## config.mk

```make
export PLATFORM = sky130hd
export DESIGN_NAME = prefix_expression_evaluator_flat
export DESIGN_NICKNAME = d
export VERILOG_FILES = /design/src/hdl/pee_pkg.sv /design/src/hdl/pee_if.sv /design/src/hdl/pee_datapath.sv /design/src/hdl/pee_ctrl.sv /design/src/hdl/prefix_expression_evaluator.sv /design/src/flat_wrapper.sv
export VERILOG_INCLUDE_DIRS = /design/src /design/src/hdl
export SDC_FILE = /design/constraint.sdc
export NUM_CORES = 2
export LEC_CHECK = 0
export BUFFER_PORTS_ARGS = -buffer_cell sky130_fd_sc_hd__buf_2
export CAP_MARGIN = 20
export CORE_MARGIN = 2
export CORE_UTILIZATION = 50
export DETAILED_ROUTE_END_ITERATION = 7
export PLACE_DENSITY = 0.65
export SYNTH_ARGS = -nofsm -noshare
export SYNTH_HDL_FRONTEND = slang
export SYNTH_SLANG_ARGS = --single-unit
```

## constraint.sdc

```tcl
create_clock -name clk -period 10.4 [get_ports clk]
set_input_delay 2.08 -clock clk [delete_from_list [all_inputs] [get_ports clk]]
set_output_delay 2.08 -clock clk [all_outputs]
set_load 0.1 [all_outputs]
```

## src/hdl/assert_macros.svh

```systemverilog
// Assertion helpers
`ifndef ASSERT_MACROS_SVH
`define ASSERT_MACROS_SVH

// Property that must hold whenever the reset is released
`define CHK_ALWAYS(label, clk, rst_n, prop, msg) \
	label: assert property (@(posedge clk) disable iff (!rst_n) (prop)) else $error(msg);

// Implication checked on the following clock edge
`define CHK_NEXT(label, clk, rst_n, ante, cons, msg) \
	label: assert property (@(posedge clk) disable iff (!rst_n) (ante) |=> (cons)) \
		else $error(msg);

`endif

```

## src/hdl/pee_pkg.sv

```systemverilog
package pee_pkg;

	localparam int unsigned STACK_DEPTH_DEF = 64;
	localparam int unsigned DATA_W = 32;

	localparam logic [7:0] SYM_ZERO  = 8'h30;
	localparam logic [7:0] SYM_NINE  = 8'h39;
	localparam logic [7:0] SYM_PLUS  = 8'h2B;
	localparam logic [7:0] SYM_MINUS = 8'h2D;
	localparam logic [7:0] SYM_MUL   = 8'h2A;
	localparam logic [7:0] SYM_DIV   = 8'h2F;

	typedef enum logic [1:0] {
		ST_OK      = 2'd0,
		ST_UNDER   = 2'd1,
		ST_DIVZERO = 2'd2,
		ST_OVER    = 2'd3
	} status_t;

	typedef enum logic [2:0] {
		OP_PUSH,
		OP_ADD,
		OP_SUB,
		OP_MUL,
		OP_DIV,
		OP_DROP
	} op_t;

	// controller -> datapath commands
	typedef struct packed {
		logic     rd_top;    // read top two entries into operand regs
		logic     rd_out;    // read top entry for the result
		logic     exec;      // compute / start divide
		logic     div_step;  // one divider iteration
		logic     write;     // write result and update depth
		logic     clear;     // reset depth and error
		op_t      op;
		logic [3:0] digit;
	} cmd_t;

	// datapath -> controller status
	typedef struct packed {
		logic push_ok;    // stack has room
		logic pop_ok;     // at least two entries
		logic empty;
		logic div_done;
		logic div_zero;
	} stat_t;

endpackage

```

## src/hdl/pee_if.sv

```systemverilog
interface pee_in_if;
	logic       valid;
	logic       ready;
	logic [7:0] symbol;
	logic       final_req;
	modport source (output valid, symbol, final_req, input ready);
	modport sink (input valid, symbol, final_req, output ready);
endinterface

interface pee_out_if;
	logic               valid;
	logic               ready;
	logic signed [31:0] value;
	logic [1:0]         status;
	modport source (output valid, value, status, input ready);
	modport sink (input valid, value, status, output ready);
endinterface

```

## src/hdl/pee_datapath.sv

```systemverilog
module pee_datapath import pee_pkg::*; #(
	parameter int unsigned STACK_DEPTH = STACK_DEPTH_DEF
) (
	input  logic        clk,
	input  logic        arst_n,
	input  cmd_t        cmd,
	output stat_t       stat,
	output logic [31:0] top_q,
	output logic [1:0]  err_q,
	input  logic        flag_en,
	input  status_t     flag_code
);
	localparam int unsigned AW = (STACK_DEPTH > 1) ? $clog2(STACK_DEPTH) : 1;
	localparam int unsigned DW = $clog2(STACK_DEPTH + 1);

	logic [31:0] mem [STACK_DEPTH];
	logic [DW-1:0] depth_q;
	logic [31:0] a_q, b_q, res_q;
	logic [31:0] rem_q, quo_q, div_q;
	logic [5:0]  cnt_q;
	logic        neg_q;

	// stack pointers
	logic [AW-1:0] idx1, idx2, widx;
	assign idx1 = AW'(depth_q - DW'(1));
	assign idx2 = AW'(depth_q - DW'(2));
	assign widx = AW'(depth_q);

	assign stat.push_ok  = depth_q < DW'(STACK_DEPTH);
	assign stat.pop_ok   = depth_q >= DW'(2);
	assign stat.empty    = depth_q == '0;
	assign stat.div_done = cnt_q == '0;
	assign stat.div_zero = b_q == '0;

	// operand reads, registered
	always_ff @(posedge clk) begin
		if (cmd.rd_top) begin
			a_q <= mem[idx1];
			b_q <= mem[idx2];
		end else if (cmd.rd_out) begin
			a_q <= mem[idx1];
		end
	end
	assign top_q = a_q;

	// magnitude and sign for divider
	logic [31:0] ma, mb, rem_sh, quo_sh;
	logic [32:0] trial;
	assign ma = a_q[31] ? (32'd0 - a_q) : a_q;
	assign mb = b_q[31] ? (32'd0 - b_q) : b_q;
	assign rem_sh = {rem_q[30:0], div_q[31]};
	assign trial = {1'b0, rem_sh} - {1'b0, mb};
	assign quo_sh = {quo_q[30:0], !trial[32]};

	// arithmetic and restoring divider
	always_ff @(posedge clk or negedge arst_n) begin
		if (!arst_n) begin
			cnt_q <= '0;
		end else if (cmd.exec && cmd.op == OP_DIV) begin
			cnt_q <= 6'd32;
		end else if (cmd.div_step && cnt_q != '0) begin
			cnt_q <= cnt_q - 6'd1;
		end
	end

	always_ff @(posedge clk) begin
		if (cmd.exec) begin
			case (cmd.op)
				OP_ADD:  res_q <= a_q + b_q;
				OP_SUB:  res_q <= a_q - b_q;
				OP_MUL:  res_q <= a_q * b_q;
				OP_PUSH: res_q <= {28'd0, cmd.digit};
				default: res_q <= '0;
			endcase
			div_q <= ma;
			rem_q <= '0;
			quo_q <= '0;
			neg_q <= a_q[31] ^ b_q[31];
		end else if (cmd.div_step && cnt_q != '0) begin
			div_q <= {div_q[30:0], 1'b0};
			if (!trial[32]) begin
				rem_q <= trial[31:0];
			end else begin
				rem_q <= rem_sh;
			end
			quo_q <= quo_sh;
			if (cnt_q == 6'd1) begin
				res_q <= (b_q == '0) ? 32'd0 : (neg_q ? (32'd0 - quo_sh) : quo_sh);
			end
		end
	end

	// stack write and depth
	always_ff @(posedge clk) begin
		if (cmd.write) begin
			if (cmd.op == OP_PUSH) begin
				mem[widx] <= res_q;
			end else begin
				mem[idx2] <= res_q;
			end
		end
	end

	always_ff @(posedge clk or negedge arst_n) begin
		if (!arst_n) begin
			depth_q <= '0;
			err_q   <= ST_OK;
		end else begin
			if (cmd.clear) begin
				depth_q <= '0;
			end else if (cmd.write) begin
				case (cmd.op)
					OP_PUSH: depth_q <= depth_q + DW'(1);
					OP_DROP: depth_q <= depth_q - DW'(2);
					default: depth_q <= depth_q - DW'(1);
				endcase
			end
			if (cmd.clear) begin
				err_q <= ST_OK;
			end else if (flag_en && err_q == ST_OK) begin
				err_q <= flag_code;
			end
		end
	end

endmodule

```

## src/hdl/pee_ctrl.sv

```systemverilog
module pee_ctrl import pee_pkg::*; (
	input  logic        clk,
	input  logic        arst_n,
	pee_in_if.sink      in_ch,
	output cmd_t        cmd,
	input  stat_t       stat,
	output logic        flag_en,
	output status_t     flag_code,
	input  logic        out_full,
	output logic        busy
);
	typedef enum logic [2:0] {
		S_IDLE, S_READ, S_EXEC, S_DIV, S_WRITE, S_OUTRD, S_OUT
	} state_t;

	state_t state_q;
	logic [7:0] sym_q;
	logic fin_q;
	op_t op_q;

	op_t dec_op;
	logic is_digit;
	always_comb begin
		is_digit = sym_q >= SYM_ZERO && sym_q <= SYM_NINE;
		case (sym_q)
			SYM_PLUS:  dec_op = OP_ADD;
			SYM_MINUS: dec_op = OP_SUB;
			SYM_MUL:   dec_op = OP_MUL;
			SYM_DIV:   dec_op = OP_DIV;
			default:   dec_op = OP_DROP;
		endcase
		if (is_digit) dec_op = OP_PUSH;
	end

	assign in_ch.ready = state_q == S_IDLE;
	assign busy = state_q != S_IDLE;

	// command decode
	always_comb begin
		cmd = '0;
		cmd.op = op_q;
		cmd.digit = 4'(sym_q - SYM_ZERO);
		flag_en = 1'b0;
		flag_code = ST_OK;
		case (state_q)
			S_READ: begin
				cmd.op = dec_op;
				if (dec_op == OP_PUSH) begin
					cmd.exec = stat.push_ok;
					flag_en = !stat.push_ok;
					flag_code = ST_OVER;
				end else begin
					cmd.rd_top = stat.pop_ok;
					flag_en = !stat.pop_ok;
					flag_code = ST_UNDER;
				end
			end
			S_EXEC:  cmd.exec = 1'b1;
			S_DIV: begin
				cmd.div_step = 1'b1;
				flag_en = stat.div_done && stat.div_zero;
				flag_code = ST_DIVZERO;
			end
			S_WRITE: cmd.write = 1'b1;
			S_OUTRD: cmd.rd_out = !stat.empty;
			S_OUT: begin
				cmd.clear = 1'b1;
				flag_en = stat.empty;
				flag_code = ST_UNDER;
			end
			default: ;
		endcase
	end

	// sequencer
	always_ff @(posedge clk or negedge arst_n) begin
		if (!arst_n) begin
			state_q <= S_IDLE;
			sym_q <= '0;
			fin_q <= 1'b0;
			op_q <= OP_PUSH;
		end else begin
			case (state_q)
				S_IDLE: begin
					if (in_ch.valid && in_ch.ready) begin
						sym_q <= in_ch.symbol;
						fin_q <= in_ch.final_req;
						state_q <= S_READ;
					end
				end
				S_READ: begin
					op_q <= dec_op;
					if (dec_op == OP_PUSH) begin
						state_q <= stat.push_ok ? S_WRITE : (fin_q ? S_OUTRD : S_IDLE);
					end else if (!stat.pop_ok) begin
						state_q <= fin_q ? S_OUTRD : S_IDLE;
					end else begin
						state_q <= (dec_op == OP_DROP) ? S_WRITE : S_EXEC;
					end
				end
				S_EXEC: state_q <= (op_q == OP_DIV) ? S_DIV : S_WRITE;
				S_DIV:  if (stat.div_done) state_q <= S_WRITE;
				S_WRITE: state_q <= fin_q ? S_OUTRD : S_IDLE;
				// hold until the previous result has left the output register
				S_OUTRD: if (!out_full) state_q <= S_OUT;
				S_OUT: state_q <= S_IDLE;
				default: state_q <= S_IDLE;
			endcase
		end
	end

endmodule

```

## src/hdl/prefix_expression_evaluator.sv

```systemverilog
// Prefix expression evaluator. Feed the expression's characters from last to
// first, one transaction each, with final_req set on the first character; that
// transaction yields one result (top of stack, status) and clears the stack.
// After an accepted transaction a digit passes through READ and WRITE; +, - and
// * through READ, EXEC and WRITE; other symbols, which drop two entries, through
// READ and WRITE; a symbol that over- or underflows ends in READ; and / through
// READ, EXEC, DIV and WRITE, DIV being a restoring divider that retires one
// quotient bit per cycle. A final item adds OUTRD and OUT, plus any wait while
// the previous result still sits unread in the output register. The next item
// is taken once the previous one is done. The stack holds STACK_DEPTH 32-bit
// entries in a memory with one write port.
`include "assert_macros.svh"
module prefix_expression_evaluator import pee_pkg::*; #(
	parameter int unsigned STACK_DEPTH = STACK_DEPTH_DEF
) (
	input logic      clk,
	input logic      arst_n,
	pee_in_if.sink   in_ch,
	pee_out_if.source out_ch
);
	cmd_t cmd;
	stat_t stat;
	logic flag_en;
	status_t flag_code;
	logic [31:0] top_q;
	logic [1:0] err_q;
	logic busy;
	logic out_valid_q;
	logic [31:0] out_value_q;
	logic [1:0] out_status_q;

	pee_ctrl u_ctrl (
		.clk, .arst_n, .in_ch, .cmd, .stat, .flag_en, .flag_code,
		.out_full(out_valid_q), .busy
	);

	pee_datapath #(.STACK_DEPTH(STACK_DEPTH)) u_dp (
		.clk, .arst_n, .cmd, .stat, .top_q, .err_q, .flag_en, .flag_code
	);

	// output register: capture on stack clear, release on transaction
	always_ff @(posedge clk or negedge arst_n) begin
		if (!arst_n) begin
			out_valid_q <= 1'b0;
			out_status_q <= '0;
		end else begin
			if (cmd.clear) begin
				out_valid_q <= 1'b1;
				out_status_q <= (err_q == ST_OK && stat.empty) ? 2'(ST_UNDER) : err_q;
			end else if (out_ch.ready) begin
				out_valid_q <= 1'b0;
			end
		end
	end
	always_ff @(posedge clk) begin
		if (cmd.clear) out_value_q <= stat.empty ? 32'd0 : top_q;
	end

	assign out_ch.valid = out_valid_q;
	assign out_ch.value = out_value_q;
	assign out_ch.status = out_status_q;

	`CHK_ALWAYS(a_no_accept_busy, clk, arst_n, !(in_ch.ready && busy), "ready while busy")
	`CHK_NEXT(a_clear_gives_out, clk, arst_n, cmd.clear, out_ch.valid, "result missing")
	`CHK_ALWAYS(a_one_cmd, clk, arst_n, $onehot0({cmd.exec, cmd.write, cmd.clear}), "commands overlap")
	`CHK_NEXT(a_out_hold, clk, arst_n, out_ch.valid && !out_ch.ready, out_ch.valid, "result dropped")
endmodule

```

## src/flat_wrapper.sv

```systemverilog
// flat-port wrapper written by rule: the top's interface ports become plain ports
module prefix_expression_evaluator_flat import pee_pkg::*;
#(
	parameter int unsigned STACK_DEPTH = STACK_DEPTH_DEF
)
  (clk, arst_n, in_ch_valid, in_ch_symbol, in_ch_final_req, in_ch_ready, out_ch_valid, out_ch_value, out_ch_status, out_ch_ready);
  pee_in_if in_ch_i ();
  pee_out_if out_ch_i ();
  input logic clk;
  input logic arst_n;
  input wire logic [$bits(in_ch_i.valid)-1:0] in_ch_valid;
  input wire logic [$bits(in_ch_i.symbol)-1:0] in_ch_symbol;
  input wire logic [$bits(in_ch_i.final_req)-1:0] in_ch_final_req;
  output wire logic [$bits(in_ch_i.ready)-1:0] in_ch_ready;
  output wire logic [$bits(out_ch_i.valid)-1:0] out_ch_valid;
  output wire logic [$bits(out_ch_i.value)-1:0] out_ch_value;
  output wire logic [$bits(out_ch_i.status)-1:0] out_ch_status;
  input wire logic [$bits(out_ch_i.ready)-1:0] out_ch_ready;
  assign in_ch_i.valid = in_ch_valid;
  assign in_ch_i.symbol = in_ch_symbol;
  assign in_ch_i.final_req = in_ch_final_req;
  assign in_ch_ready = in_ch_i.ready;
  assign out_ch_valid = out_ch_i.valid;
  assign out_ch_value = out_ch_i.value;
  assign out_ch_status = out_ch_i.status;
  assign out_ch_i.ready = out_ch_ready;
  prefix_expression_evaluator #(.STACK_DEPTH(STACK_DEPTH)) u_core (.clk(clk), .arst_n(arst_n), .in_ch(in_ch_i), .out_ch(out_ch_i));
endmodule
```

=== After elaboration in Yosys (flattened, before gate mapping) ===
Memories as Yosys holds them, arrays and structs flattened. A register that Yosys moved wholly into a read port is not among the register bits.
Index checks and enable logic that the tools add are counted.

* Bits in registers: 224
* Bits in writable memories: 2048
* Input bits: 13
* Output and inout bits: 36
* Word-level logic and storage cells: 142
* Memories kept: 1

{| class="wikitable"
|+ Memory list
! memory !! words !! width !! rd ports !! clocked after Yosys merged registers in !! write ports !! line !! text
|-
| u_core.u_dp.mem || 64 || 32 || 2 || 1 || 1 || pee_datapath.sv:16 || <nowiki>logic [31:0] mem [STACK_DEPTH];</nowiki>
|}

* Add/subtract/negate cells: 11
* Multipliers: 1
* Magnitude comparators: 4
* Equality and inequality tests: 21
* Mux-type cells: 57
* Bitwise logic cells: 1
* Reduce and logical (&&, ||, !) cells: 30

{| class="wikitable"
|+ Operators by type and width
! kind !! count
|-
| 32-bit 2-to-1 mux || 12
|-
| 32-bit one-hot mux with 4 select lines || 1
|-
| 1-bit by 32-bit subtractor with 32-bit output, first input constant || 3
|-
| 3-bit 2-to-1 mux || 11
|-
| 32-bit by 32-bit subtractor with 33-bit output || 1
|-
| 32-bit adder || 1
|-
| 8-bit by 6-bit equality test with 1-bit output, second input constant || 4
|-
| 32-bit logical NOT || 1
|-
| 32-bit by 32-bit multiplier with 32-bit output || 1
|-
| 32-bit OR reduction || 1
|-
| 32-bit subtractor || 1
|-
| 31-bit 2-to-1 mux || 1
|-
| 3-bit equality test, second input constant || 7
|-
| 6-bit 2-to-1 mux || 3
|-
| 3-bit one-hot mux with 6 select lines || 1
|-
| 1-bit 2-to-1 mux || 17
|-
| 7-bit 2-to-1 mux || 2
|-
| 7-bit one-hot mux with 2 select lines || 1
|-
| 2-bit nonzero test || 7
|-
| 3-bit by 2-bit equality test with 1-bit output, second input constant || 4
|-
| 3-bit one-hot mux with 4 select lines || 1
|-
| 3-bit logical NOT || 3
|-
| 8-bit by 6-bit >= comparator with 1-bit output, second input constant || 1
|-
| 8-bit by 6-bit less-or-equal comparator with 1-bit output, second input constant || 1
|-
| 24 further kinds || 39
|}

=== Logic depth before layout (Yosys ltp) ===
* Depth after elaboration: 10
* Gate-level depth with buffers: 29
* Mapped depth without buffers: 27

=== By module ===
From an unflattened synthesis, not the netlist that was laid out.

* Cell total of the unflattened synthesis: 7409
* Area total of the unflattened synthesis: 125395.3 um^2

{| class="wikitable"
|+ Modules (own cells, without submodules)
! module !! instances !! cells each !! area each (um^2) !! sequential area each (um^2)
|-
| pee_datapath || 1 || 7227 || 123084.3 || 66989.2
|-
| prefix_expression_evaluator || 1 || 77 || 1293.7 || 1036.0
|-
| pee_ctrl || 1 || 105 || 1017.2 || 375.4
|}

=== Worst setup path after synthesis ===
OpenSTA, ideal clock, no wires.

* Kind: reg2reg
* Start: register u_core.u_dp.b_q[6], read port of u_core.u_dp.mem
* End: register u_core.u_dp.res_q[30], data pin
* Setup time: 0.138 ns
* Arrival time: 7.123 ns
* Required time: 10.262 ns
* Setup slack: 3.139 ns
* Stages on the path, launching flop included: 26
* Buffers on the path: 2
* Clock period less this slack: 7.261 ns
* Cell sequence: edfxtp_1 -> clkbuf_1 -> clkbuf_1 -> and2_1 -> fa_1 -> fa_1 -> fa_1 -> inv_1 -> fa_1 -> inv_1 -> fa_1 -> ha_1 -> fa_1 -> fa_1 -> ha_1 -> o21a_1 -> o21ai_0 -> nor3_1 -> a311oi_1 -> o21a_1 -> o31ai_1 -> a21oi_1 -> o21ai_0 -> and2_1 -> or4_1 -> nand4_1

* Longest elaborated chain between the ends: 10
* Elaborated cells on any way between the ends: 15
* Those cells by class: 5 x add/sub; 1 x mul; 7 x mux; 2 x reduce/logical

{| class="wikitable"
|+ Ends and longest elaborated chain
! item !! line !! text
|-
| start, declared || pee_datapath.sv:18 || <nowiki>logic [31:0] a_q, b_q, res_q;</nowiki>
|-
| 1-bit by 32-bit subtractor with 32-bit output || pee_datapath.sv:50 || <nowiki>assign mb = b_q[31] ? (32'd0 - b_q) : b_q;</nowiki>
|-
| 32-bit 2-to-1 mux || pee_datapath.sv:50 ||
|-
| 32-bit by 32-bit subtractor with 33-bit output || pee_datapath.sv:52 || <nowiki>assign trial = {1'b0, rem_sh} - {1'b0, mb};</nowiki>
|-
| 1-bit logical NOT || -- ||
|-
| 1-bit by 32-bit subtractor with 32-bit output || pee_datapath.sv:88 || <nowiki>res_q <= (b_q == '0) ? 32'd0 : (neg_q ? (32'd0 - quo_sh) : quo_sh);</nowiki>
|-
| 32-bit 2-to-1 mux (2 in a row) || pee_datapath.sv:88 ||
|-
| 32-bit 2-to-1 mux || pee_datapath.sv:87 || <nowiki>if (cnt_q == 6'd1) begin</nowiki>
|-
| 32-bit 2-to-1 mux || pee_datapath.sv:79 || <nowiki>end else if (cmd.div_step && cnt_q != '0) begin</nowiki>
|-
| 32-bit 2-to-1 mux (*) || pee_datapath.sv:67 || <nowiki>if (cmd.exec) begin</nowiki>
|-
| end signal, assigned || pee_datapath.sv:69 || <nowiki>OP_ADD: res_q <= a_q + b_q;</nowiki>
|-
| end signal, assigned || pee_datapath.sv:70 || <nowiki>OP_SUB: res_q <= a_q - b_q;</nowiki>
|-
| end signal, assigned || pee_datapath.sv:88 ||
|-
| end, declared || pee_datapath.sv:18 ||
|}

Every way passes the cells marked *; elsewhere a longest branch is shown, timed or not. The select of a mux whose other input is x is not followed.
A chain may end at the register's enable or synchronous reset.

=== Worst setup path after layout ===
* Start: register u_core.u_dp.b_q[2], read port of u_core.u_dp.mem
* End: register u_core.u_dp.res_q[30], data pin

Same word-level chain as after synthesis.

==> impl_metrics.json <==
{
  "outcome": "finished, final reports clean",
  "max_cap_violations": 0,
  "avgViaCountPerCell": 6.798,
  "crit_path_start_kind": "flip-flop",
  "drive_above_1_share_pct": 27.30,
  "port_buffers": 48,
  "layout.cells.non_filler": 10910,
  "die_w_um": 504.1,
  "cp_cell_sequence": "and2_1 > fa_1 > inv_1 > fa_1 > fa_1 > fa_1 > inv_1 > fa_1 > ha_1 > fa_1 > fa_1 > ha_1 > o21a_1 > o21ai_0 > nor3_1 > a311oi_1 > o21a_1 > o31ai_1 > a21oi_1 > o21ai_0 > and2_1 > or4_1 > nand4_1",
  "synthesis.area_um2": 125000,
  "max_freq_ghz": 0.1224,
  "postCtsSetupRepairBufs": 0,
  "clock_path_buffers": 3,
  "die_h_um": 504.1,
  "placed_cells": 10460,
  "num_vias": 74160,
  "antenna_found_initial": 25,
  "regToRegSetupSlack_ns": 2.23,
  "path_max_fanout": 25,
  "drtIter0Drc": 10800,
  "cts-root-buf": "clkbuf_16",
  "r2r_cells": 23,
  "worstPathArrival_ns": 8.91,
  "yosysSeqAreaShare_pct": 54.70,
  "synth_top_area_share_pct": 53.05,
  "min_path_type": "flip-flop to flip-flop",
  "yosys.area.top_type": "edfxtp_1",
  "wl_per_cell_um": 34.71,
  "cts-resized-gates": 0,
  "synthTopCellsByArea": "edfxtp_1 (53%), mux4_2 (24%), fa_1 (6.6%), ha_1 (2.0%), and2_1 (1.8%)",
  "hpwl_um": 227700,
  "syn_nets": 7983,
  "clk_pin_slew_ns": 0.06,
  "grt_overflow": 0,
  "clk_latency_ns": 0.91,
  "htreeDepth": 4,
  "final-hold-violation-count": 0,
  "cts_sinks": 2304,
  "synth_edf_count": 2209,
  "std_cell_rows": 183,
  "critPathSlowestCell": "edfxtp_1",
  "final_area_um2": 137900,
  "drc_errors": 0,
  "whs_endpoint": "u_core.u_dp.quo_q[30]$_SDFFE_PP0P_",
  "synth_cells": 7360,
  "avgSynthCellArea_um2": 16.99,
  "grt_pass1_wl_um": 542600,
  "skew_ns": 0.06088,
  "whs_path_depth": 2,
  "place_area_um2": 130100,
  "ys_seq_elements": 2304,
  "detail_route.first_pass.iterations": 6,
  "pre_cts_ws_ns": 2.217,
  "ys_warn_count": 0,
  "io_pins": 49,
  "min_period_ns": 8.170,
  "placeableCoreArea_um2": 248700,
  "grt_max_degree": 138,
  "track_usage_pct": 29.84,
  "antenna_left": 0,
  "area_delta_synth_final_pct": 10.30,
  "finish.net_count": 7995,
  "start_util_pct": 50.29,
  "r2r_end": "u_core.u_dp.res_q[30]$_DFFE_PP_",
  "max-slew-margin-rel_pct": 20.04,
  "worst_pin_slew_ns": 1.199,
  "r2r-start": "u_core.u_dp.b_q[2]$_DFFE_PP_",
  "setup_violations": 0,
  "cts_tree": "built",
  "cpMostUsedCell": "fa_1",
  "crit_buf_inv": 2,
  "period_share_pct": 78.56,
  "cp_data_required_time_ns": 11.14,
  "crit_path_end_kind": "flip-flop",
  "cts_hold_buf": 0,
  "dieArea_um2": 254100,
  "synth.distinct_cells": 82,
  "slew_violations": 0,
  "ys.flop_type": "edfxtp_1",
  "gp_congestion": 0.9416,
  "crit_type": "flip-flop to flip-flop",
  "async_flop_share_pct": 1.432,
  "hold_start": "u_core.u_dp.quo_q[30]$_SDFFE_PP0P_",
  "worst_path_largest_cell_delay_ns": 0.86,
  "rsz0062_at_grt": "false",
  "wirelength_um": 378700,
  "grt_pass1_vias": 74030,
  "cpLargestDelayFamily": "adder cells",
  "fin_setup_tns_ns": 0,
  "cts_buffers": 235,
  "finalWorstSetupSlack_ns": 2.230
}
==> cell usage after synthesis, types with 47 or more instances <==
master,instances
mux4_2,1313
clkbuf_1,420
edfxtp_1,2209
a211oi_1,47
dfxtp_1,62
inv_1,417
ha_1,200
nand3_1,72
and2_1,369
o21ai_0,150
buf_1,81
a21oi_1,96
xnor2_1,128
a31oi_1,51
fa_1,410
nand2_1,530
nor2_1,184
xor2_1,139
==> cell type report <==
class | instances | area [um2]
Multi-Input combinational cell | 4125 | 53790
Timing Repair Buffer | 284 | 2165
Inverter | 422 | 1584
Fill cell | 19040 | 110700
Tap cell | 3330 | 4167
Sequential cell | 2304 | 68410
Clock buffer | 292 | 6126
Clock inverter | 145 | 1655
Antenna cell | 8 | 20.02
==> registers in the layout, indices dropped and copies added, names as in the netlist, 6 cells and up <==
signal and flops:
u_core.u_dp.res_q 32, u_core.u_dp.top_q 32, u_core.u_dp.depth_q 7, u_core.u_dp.div_q 32, u_core.u_dp.cnt_q 6, u_core.u_dp.b_q 32
u_core.u_dp.rem_q 31, u_core.u_ctrl.sym_q 8, u_core.u_dp.mem 2048, u_core.out_ch.value 32, u_core.u_dp.quo_q 31
==> kinds of logic after synthesis <==
logic type | after synthesis | share of synthesized area [%]
AO/OA/AOI/OAI | 590 | 3.055
XOR/XNOR | 267 | 1.870
adder cells (fa/ha/maj) | 610 | 8.565
buffers and inverters | 931 | 2.808
flip-flops | 2304 | 54.70
multiplexers | 1329 | 23.78
AND/OR/NAND/NOR | 1329 | 5.214
==> worst reg2reg max path, cell delays in order (launching register included) <==
cell	delay [ns]
edfxtp_1	0.86
and2_1	0.43
fa_1	0.54
inv_1	0.05
fa_1	0.49
fa_1	0.45
fa_1	0.54
inv_1	0.05
fa_1	0.46
ha_1	0.30
fa_1	0.50
fa_1	0.43
ha_1	0.37
o21a_1	0.14
o21ai_0	0.24
nor3_1	0.10
a311oi_1	0.52
o21a_1	0.26
o31ai_1	0.10
a21oi_1	0.25
o21ai_0	0.15
and2_1	0.19
or4_1	0.50
nand4_1	0.09
==> per-layer routing <==
layer,GRT usage [%],part of all wire (%),vias to the layer above
met5,0,0.027,-
met4,11.12,4.4,14
met3,6.505,11,795
met2,46.45,47,4669
met1,41.70,37,39590
li1,-,-,29090
==> worst max path at each step <==
| stage | cells after the start | from | slack (ns) | end |
|---|---|---|---|---|
| after floorplan | 25 | u_core.u_dp.b_q[6]$_DFFE_PP_ | 3.14 | u_core.u_dp.res_q[30]$_DFFE_PP_ |
| after global placement | 24 | u_core.u_dp.top_q[7]$_DFFE_PP_ | 2.26 | u_core.u_dp.res_q[30]$_DFFE_PP_ |
| after detailed placement | 24 | u_core.u_dp.top_q[7]$_DFFE_PP_ | 2.22 | u_core.u_dp.res_q[30]$_DFFE_PP_ |
| after CTS | 24 | u_core.u_dp.top_q[7]$_DFFE_PP_ | 2.18 | u_core.u_dp.res_q[30]$_DFFE_PP_ |
| after global routing | 23 | u_core.u_dp.b_q[2]$_DFFE_PP_ | 1.87 | u_core.u_dp.res_q[30]$_DFFE_PP_ |
| final | 23 | u_core.u_dp.b_q[2]$_DFFE_PP_ | 2.23 | u_core.u_dp.res_q[30]$_DFFE_PP_ |
==> placed cells by master (no fill, tap or decap), drive strengths merged, types with 20 or more instances in the layout <==
cell    synthesis  layout
edfxtp       2209    2209
mux4         1313    1313
nand2         530     530
inv           417     422
fa            410     410
and2          371     371
clkbuf        420     292
buf            89     284
ha            200     200
nor2          184     184
o21ai         155     155
xor2          139     139
xnor2         128     128
clkinv          5     102
a21oi          96      96
nand3          72      72
dfxtp          62      62
a31oi          51      51
a211oi         47      47
a21o           44      44
o31ai          40      40
nor3           34      34
dfrtp          33      33
o22ai          31      31
bufinv          0      29
or3            29      29
a22oi          25      25
nand2b         20      20
==> stage by stage <==
| step | util, % | hold slack (ns) |
|---|---|---|
| after floorplan | - | 0.4464 |
| after global routing | 55.46 | 0.5035 |
| after CTS | 55.44 | 0.4788 |
| final | 55.46 | 0.4783 |
| after detailed placement | 52.31 | 0.4693 |
| after global placement | 52.29 | 0.4651 |
Power is not shown: default switching activity piles up to over one toggle a cycle in this logic, so the estimate is an artifact.
